### config.mk
export PLATFORM = sky130hd
export DESIGN_NAME = stepper_half_step_angle_mover
export DESIGN_NICKNAME = d
export VERILOG_FILES = /design/src/rtl/shm_pkg.sv /design/src/rtl/shm_core.sv /design/src/rtl/stepper_half_step_angle_mover.sv
export SDC_FILE = /design/constraint.sdc
export NUM_CORES = 1
export LEC_CHECK = 0
export BUFFER_PORTS_ARGS = -buffer_cell sky130_fd_sc_hd__buf_2
export CAP_MARGIN = 5
export CORE_ASPECT_RATIO = 0.6
export CORE_UTILIZATION = 64
export DETAILED_ROUTE_END_ITERATION = 16
export PLACE_DENSITY = 0.87
export SYNTH_ARGS = -nofsm -noshare
export SYNTH_HDL_FRONTEND = slang
export SYNTH_SLANG_ARGS = --single-unit
### constraint.sdc
create_clock -name clk -period 7.1 [get_ports clk]
set_clock_uncertainty 0.2 [all_clocks]
set_input_delay 0 -clock clk [delete_from_list [all_inputs] [get_ports clk]]
set_output_delay 0 -clock clk [all_outputs]
set_load 0.01 [all_outputs]
### src/rtl/shm_pkg.sv
// Shared types, constants and the phase table for the half-step angle mover.
`timescale 1ns / 1ps

package shm_pkg;

	localparam int OP_W      = 2;
	localparam int DEG_W     = 12;
	localparam int PERIOD_W  = 8;
	localparam int TICK_W    = 8;
	localparam int PHASE_W   = 3;
	localparam int CYCLES_W  = 13;
	localparam int COILS_W   = 4;

	// Operation codes of an input item.
	localparam logic [OP_W-1:0] OP_TICK  = 2'd0;
	localparam logic [OP_W-1:0] OP_START = 2'd1;
	localparam logic [OP_W-1:0] OP_STOP  = 2'd2;

	localparam logic [PHASE_W-1:0]  LAST_PHASE   = 3'd7;
	localparam logic [TICK_W-1:0]   SETTLE_TICKS = 8'd100;
	localparam logic [PERIOD_W-1:0] PERIOD_RESET = 8'd1;

	// 512 * deg / 360 = 64 * deg / 45; ceil(2^24 / 45), exact for every 12-bit angle.
	localparam int                RECIP_W   = 19;
	localparam logic [RECIP_W-1:0] RECIP_45 = 19'd372828;
	localparam int                PROD_W    = DEG_W + RECIP_W;
	localparam int                QUOT_LSB  = 18;

	typedef enum logic [1:0] {
		MODE_IDLE   = 2'd0,
		MODE_STEP   = 2'd1,
		MODE_SETTLE = 2'd2
	} mode_t;

	typedef struct packed {
		logic [COILS_W-1:0] coils;
		logic               busy;
		logic               last_cw;
		logic               rejected;
	} result_t;

	// Coil pattern for a phase: clockwise A,AB,B,BC,C,CD,D,DA; anticlockwise mirrored.
	function automatic logic [COILS_W-1:0] seq_pattern(input logic cw,
	                                                  input logic [PHASE_W-1:0] idx);
		logic [COILS_W-1:0] pat;
		pat = 4'h0;
		if (cw) begin
			unique case (idx)
				3'd0: pat = 4'h1;
				3'd1: pat = 4'h3;
				3'd2: pat = 4'h2;
				3'd3: pat = 4'h6;
				3'd4: pat = 4'h4;
				3'd5: pat = 4'hC;
				3'd6: pat = 4'h8;
				default: pat = 4'h9;
			endcase
		end else begin
			unique case (idx)
				3'd0: pat = 4'h8;
				3'd1: pat = 4'hC;
				3'd2: pat = 4'h4;
				3'd3: pat = 4'h6;
				3'd4: pat = 4'h2;
				3'd5: pat = 4'h3;
				3'd6: pat = 4'h1;
				default: pat = 4'h9;
			endcase
		end
		return pat;
	endfunction

	// Full cycles for an angle: floor(64 * deg / 45) + 1.
	function automatic logic [CYCLES_W-1:0] cycles_for(input logic [DEG_W-1:0] deg);
		logic [PROD_W-1:0] prod;
		prod = PROD_W'(deg) * PROD_W'(RECIP_45);
		return prod[QUOT_LSB +: CYCLES_W] + CYCLES_W'(1);
	endfunction

endpackage

### src/rtl/shm_core.sv
// Sequencer state and per-item update of the half-step angle mover.
`timescale 1ns / 1ps

module shm_core import shm_pkg::*; (
	input  logic                clk,
	input  logic                arst_n,
	input  logic                adv,
	input  logic [OP_W-1:0]     operation,
	input  logic                clockwise,
	input  logic [DEG_W-1:0]    degrees,
	input  logic [PERIOD_W-1:0] step_period,
	output result_t             res_d
);

	mode_t                mode_q, mode_d;
	logic [PHASE_W-1:0]   phase_q, phase_d;
	logic [CYCLES_W-1:0]  cycles_q, cycles_d;
	logic [TICK_W-1:0]    tick_q, tick_d, tick_inc;
	logic                 dir_q, dir_d;
	logic                 last_dir_q, last_dir_d;
	logic [COILS_W-1:0]   coil_q, coil_d;
	logic                 rej;

	always_ff @(posedge clk or negedge arst_n) begin
		if (!arst_n) begin
			mode_q     <= MODE_IDLE;
			phase_q    <= '0;
			cycles_q   <= '0;
			tick_q     <= '0;
			dir_q      <= 1'b1;
			last_dir_q <= 1'b1;
			coil_q     <= '0;
		end else if (adv) begin
			mode_q     <= mode_d;
			phase_q    <= phase_d;
			cycles_q   <= cycles_d;
			tick_q     <= tick_d;
			dir_q      <= dir_d;
			last_dir_q <= last_dir_d;
			coil_q     <= coil_d;
		end
	end

	always_comb begin
		mode_d     = mode_q;
		phase_d    = phase_q;
		cycles_d   = cycles_q;
		tick_d     = tick_q;
		dir_d      = dir_q;
		last_dir_d = last_dir_q;
		coil_d     = coil_q;
		rej        = 1'b0;
		tick_inc   = tick_q + TICK_W'(1);

		unique case (operation)
			OP_TICK: begin
				unique case (mode_q)
					MODE_STEP: begin
						tick_d = tick_inc;
						if (tick_inc >= step_period) begin
							tick_d = '0;
							if (phase_q == LAST_PHASE) begin
								cycles_d = cycles_q - CYCLES_W'(1);
								// last cycle done: hold the final pattern and settle
								if (cycles_q == CYCLES_W'(1)) begin
									mode_d = MODE_SETTLE;
								end else begin
									phase_d = '0;
									coil_d  = seq_pattern(dir_q, '0);
								end
							end else begin
								phase_d = phase_q + PHASE_W'(1);
								coil_d  = seq_pattern(dir_q, phase_q + PHASE_W'(1));
							end
						end
					end
					MODE_SETTLE: begin
						tick_d = tick_inc;
						if (tick_inc >= SETTLE_TICKS) begin
							last_dir_d = dir_q;
							coil_d     = '0;
							mode_d     = MODE_IDLE;
							phase_d    = '0;
							cycles_d   = '0;
							tick_d     = '0;
						end
					end
					default: ;
				endcase
			end
			OP_START: begin
				if (mode_q != MODE_IDLE) begin
					rej = 1'b1;
				end else begin
					dir_d    = clockwise;
					cycles_d = cycles_for(degrees);
					phase_d  = '0;
					tick_d   = '0;
					mode_d   = MODE_STEP;
					coil_d   = seq_pattern(clockwise, '0);
				end
			end
			OP_STOP: begin
				coil_d   = '0;
				mode_d   = MODE_IDLE;
				phase_d  = '0;
				cycles_d = '0;
				tick_d   = '0;
			end
			default: ;
		endcase

		res_d.coils    = coil_d;
		res_d.busy     = (mode_d != MODE_IDLE);
		res_d.last_cw  = last_dir_d;
		res_d.rejected = rej;
	end

endmodule

### src/rtl/stepper_half_step_angle_mover.sv
// Top level of the half-step angle mover: input register, sequencer, result register.
`timescale 1ns / 1ps
// Path: an accepted item passes the input register, then the result register, and is
// presented on the result ports when the result register takes it; out_valid rises with it.
// Throughput: one item per cycle unless a result stalls; the sequencer update is a single
// pass through the state logic, the angle-to-cycle count being one constant multiply in it.
// Backpressure: a waiting result holds the item in the input register and drops in_ready;
// an empty input register can still take one item while a result waits.
// Reset: coils off, idle, step_period 1, direction and last direction clockwise.

module stepper_half_step_angle_mover import shm_pkg::*; (
	input  logic                clk,
	input  logic                arst_n,
	// item input
	input  logic                in_valid,
	output logic                in_ready,
	input  logic [OP_W-1:0]     operation,
	input  logic                clockwise,
	input  logic [DEG_W-1:0]    degrees,
	// result output
	output logic                out_valid,
	input  logic                out_ready,
	output logic [COILS_W-1:0]  coils,
	output logic                busy_res,
	output logic                last_clockwise,
	output logic                rejected,
	// step_period register write
	input  logic                cfg_valid,
	output logic                cfg_ready,
	input  logic [PERIOD_W-1:0] cfg_data
);

	logic [PERIOD_W-1:0] step_period_q;

	logic                valid_s1;
	logic [OP_W-1:0]     op_s1;
	logic                cw_s1;
	logic [DEG_W-1:0]    deg_s1;

	logic                out_valid_q;
	result_t             res_q;
	result_t             res_d;
	logic                adv;

	// The user must write the register only while idle; unenforced, the block takes every write.
	assign cfg_ready = 1'b1;

	always_ff @(posedge clk or negedge arst_n) begin
		if (!arst_n) begin
			step_period_q <= PERIOD_RESET;
		end else if (cfg_valid) begin
			step_period_q <= cfg_data;
		end
	end

	// Advance the held item into the sequencer when the result slot is free or draining.
	assign adv      = valid_s1 && (!out_valid_q || out_ready);
	assign in_ready = !valid_s1 || adv;

	always_ff @(posedge clk or negedge arst_n) begin
		if (!arst_n) begin
			valid_s1 <= 1'b0;
		end else if (in_ready) begin
			valid_s1 <= in_valid;
		end
	end

	// Payload of the input register: no reset needed.
	always_ff @(posedge clk) begin
		if (in_ready && in_valid) begin
			op_s1  <= operation;
			cw_s1  <= clockwise;
			deg_s1 <= degrees;
		end
	end

	shm_core u_core (
		.clk         (clk),
		.arst_n      (arst_n),
		.adv         (adv),
		.operation   (op_s1),
		.clockwise   (cw_s1),
		.degrees     (deg_s1),
		.step_period (step_period_q),
		.res_d       (res_d)
	);

	always_ff @(posedge clk or negedge arst_n) begin
		if (!arst_n) begin
			out_valid_q <= 1'b0;
		end else if (adv) begin
			out_valid_q <= 1'b1;
		end else if (out_ready) begin
			out_valid_q <= 1'b0;
		end
	end

	// Capture the result of the item that advances; hold it while stalled.
	always_ff @(posedge clk) begin
		if (adv) begin
			res_q <= res_d;
		end
	end

	assign out_valid      = out_valid_q;
	assign coils          = res_q.coils;
	assign busy_res       = res_q.busy;
	assign last_clockwise = res_q.last_cw;
	assign rejected       = res_q.rejected;

	// A full input register facing a stalled result must not take another item.
	a_stall_blocks_input: assert property (@(posedge clk) disable iff (!arst_n)
		valid_s1 && out_valid_q && !out_ready |-> !in_ready)
		else $error("input taken while pipeline stalled");

	// A refused start only happens while a move is running.
	a_reject_when_busy: assert property (@(posedge clk) disable iff (!arst_n)
		out_valid_q && res_q.rejected |-> res_q.busy)
		else $error("start rejected while idle");

	// Idle always means the coils are switched off.
	a_idle_coils_off: assert property (@(posedge clk) disable iff (!arst_n)
		out_valid_q && !res_q.busy |-> res_q.coils == '0)
		else $error("coils driven while idle");

endmodule

==> flow_summary_export.csv <==
group,metric,value,unit
drt,detail-route-antenna-nets,0,
sta,worst_pin_slew,1.00,ns
worst_setup_path,path_depth,22,
die,start_util,0.678,
worst_setup_path,critPathSlowestCell,"fa_1",
sta,period_share,0.939,
die,io_pins,38,
drt,routed_wl,21100,µm
drt,dr.pass1.iters,7,
power_and_ir_drop,swShare,0.525,
worst_setup_path,cp_data_required_time,7.11,ns
drt,remaining_drc_errors,0,
die,die_y,85.3,µm
clock_network,clk_pin_slew_worst_paths,0.07,ns
clock_network,cts_sinks,64,
run,max_cap_viol_count,0,
synthesis,post_synth_instance_area,7400,µm²
clock_network,post_cts_resized,0,
worst_setup_path,cpPeakStageDelay,0.57,ns
worst_setup_path,crit_fanout,5,
synthesis,async_reset_ff_frac,0.656,
power_and_ir_drop,intPower,0.00170,W
synthesis,ys_ff_latch,64,
worst_setup_path,cp_cell_sequence,"fa_1 -> inv_1 -> fa_1 -> inv_1 -> fa_1 -> inv_1 -> fa_1 -> inv_1 -> fa_1 -> ha_1 -> and4_1 -> o2111a_1 -> nand2_1 -> nand2_1 -> xor2_1 -> ha_1 -> and3b_1 -> nand2_1 -> or3_4 -> a211o_1 -> a211oi_1 -> o211ai_1",
clock_network,cts_hold_buf,42,
sta,fin_crit,6.66,ns
place,hpwl,15100,µm
sta,setup_ws,0.436,ns
clock_network,root_buffer,"clkbuf_16",
power_and_ir_drop,leakage,4.11,nW
layout,final_area,8430,µm²
global_route,grt_pass1_wl,34400,µm
sta,setup_viol,0,
global_route,antenna_found_initial,1,
worst_setup_path,crit_path_start_kind,"register",
layout,fin_nets,1091,
global_route,grt_pass1_vias,6701,
synthesis,syn_nets,1022,
sta,setup_tns,0,ns
layout,synthToLayoutAreaGrowth,13.8,%
clock_network,clock_latency,0.35,ns
worst_setup_path,crit_type,"register to register",
worst_setup_path,crit_top_cell,"fa_1",
power_and_ir_drop,switching_power,0.00188,W
drt,wire_per_inst,20.0,µm
global_route,grt_max_degree,43,
power_and_ir_drop,clockPowerShare,0.129,
worst_setup_path,critPathTopFamily,"adder cells",
sta,maxSlewHeadroom,0.334,
sta,fmax,150,MHz
synthesis,synthCells,826,
power_and_ir_drop,p_seq_frac,0.149,
sta,report.final.slew_viol_count,0,
synthesis,ys_seq_area_frac,0.232,
die,fp.dieW,141,µm
worst_setup_path,critPathBufInv,4,
power_and_ir_drop,powerDensity,424,nW/µm²
synthesis,ys.flop_type,"dfrtp_1",
clock_network,post_cts_buffers,0,
place,io_buffer_count,36,
clock_network,ctsLongestPathBuffers,2,
power_and_ir_drop,combPwrFrac,0.723,
drt,vias_per_cell,6.26,
die,placementRows,29,
drt,drt_iter0_drc,1206,
place,postPlaceCellArea,7700,µm²
global_route,grt_overflow,0,
layout,final_cell_mix,"inv_1 (154), ha_1 (112), nand2_1 (66)",
worst_setup_path,reg2reg_depth,22,
worst_setup_path,cp_data_arrival_time,6.67,ns
synthesis,yosysWarnings,0,
power_and_ir_drop,ir_drop,0.274,mV
clock_network,cts_buffers,9,
clock_network,h-tree-depth,3,
synthesis,synth_area_per_cell,8.96,µm²
synthesis,ys_types,72,
die,design.core.area,10900,µm²
die,die-area,12000,µm²
clock_network,cts_tree,"done",
synthesis,synth_enable_flop_cells,22,
global_route,grtUsageTotal,0.380,
sta,rsz0062_at_grt,"false",
sta,finalHoldViolCount,0,
worst_hold_path,hp-class,"input port to asynchronous set/reset pin",
place,gp_congestion,0.959,
layout,final_common_cell,"inv_1",
worst_setup_path,cp-end-kind,"register",
place,dp_slack,0.776,ns
status,outcome,"completed",
layout,layout-drive-gt1-share,0.0889,
drt,dr_total_vias,6608,
## cells in the mapped netlist (all sizes together) (3+ instances only)
library cell / count / share of area
nand3: 13 / 0.0088
ha: 112 / 0.19
clkbuf: 18 / 0.0091
a211oi: 9 / 0.0091
buf: 5 / 0.0037
a31o: 3 / 0.0036
nor3: 15 / 0.010
nor2: 39 / 0.021
xnor2: 14 / 0.017
dfstp: 3 / 0.011
nand4: 7 / 0.0059
o21ai: 69 / 0.047
fa: 56 / 0.15
a211o: 5 / 0.0061
or3: 7 / 0.0066
a31oi: 7 / 0.0059
and4: 4 / 0.0047
nand2: 66 / 0.033
nand4b: 4 / 0.0047
nand2b: 8 / 0.0068
or2: 4 / 0.0034
a21o: 6 / 0.0061
xor2: 14 / 0.017
nor2b: 6 / 0.0051
edfxtp: 22 / 0.089
o221ai: 4 / 0.0056
and2: 6 / 0.0051
o211ai: 11 / 0.012
a21boi: 6 / 0.0061
mux2: 5 / 0.0076
nor4: 6 / 0.0059
and3: 6 / 0.0051
a21oi: 40 / 0.028
inv: 154 / 0.078
mux2i: 3 / 0.0046
dfrtp: 39 / 0.13
## power by group through the flow
stage                     combinational [W]  sequential, W  clock [W]
after floorplan                     0.00178       0.000507          0
after global placement              0.00231       0.000524          0
final                               0.00258       0.000531   0.000460
after global routing                0.00279       0.000539   0.000478
after CTS                           0.00245       0.000525   0.000451
after detailed placement            0.00240       0.000531          0
## logic make-up (layout without fill, tap and decap cells)
group | count (synthesis) | after routing | share of synthesized area
flops | 64 | 64 | 0.232
buf+inv | 177 | 251 | 0.0909
simple gates | 197 | 197 | 0.134
mux | 8 | 8 | 0.0122
fa+ha+maj | 168 | 168 | 0.341
compound gates | 183 | 183 | 0.157
other cells | 1 | 2 | 0.000507
xor+xnor | 28 | 28 | 0.0331
## sequential cells by signal (all words and copies together) (netlist names)
name,count
u_core.cycles_q,13
deg_s1,12
step_period_q,8
u_core.tick_q,8
coils,4
u_core.coil_q,4
u_core.phase_q,3
op_s1,2
u_core.mode_q,2
busy_res,1
cw_s1,1
last_clockwise,1
out_valid,1
rejected,1
u_core.dir_q,1
u_core.last_dir_q,1
valid_s1,1
## routing by layer
| metal | wire (µm) | part of all wire | global-route usage |
|---|---|---|---|
| met2 | 8850 | 0.42 | 0.565 |
| met3 | 2350 | 0.11 | 0.0999 |
| met1 | 9070 | 0.43 | 0.533 |
| met4 | 810 | 0.038 | 0.147 |
| met5 | 0 | 0 | 0 |
## worst paths after layout
path	end	startpoint	slack [ns]
hold / removal	u_core.cycles_q[8]	arst_n	0.15
setup reg to reg	u_core.cycles_q[12]	deg_s1[9]	0.44
hold reg to reg	u_core.last_dir_q	u_core.last_dir_q	0.26
min in group clk	deg_s1[8]	degrees[8]	0.15
setup / recovery	u_core.cycles_q[12]	deg_s1[9]	0.44
max in group asynchronous	u_core.coil_q[0]	arst_n	5.91
## metrics by stage
stage | hold WS (ns) | std cells | utilization | power, W
after global placement | -0.0235 | 997 | 0.705 | 0.00284
after detailed placement | -0.0219 | 997 | 0.705 | 0.00293
after CTS | 0.154 | 1055 | 0.771 | 0.00342
after floorplan | -0.496 | 826 | - | 0.00229
after global routing | 0.158 | 1056 | 0.771 | 0.00380
final | 0.151 | 1056 | 0.771 | 0.00357
## area by class of cell
class,count,area [µm²]
antenna,1,2.50
clock buffer,10,250
clock inverter,6,48.8
fill,673,2500
inverter,154,578
multi-input combinational,585,5010
sequential,64,1720
tap,155,194
timing repair buffer,81,623
Power figures use the tool's default switching activity.
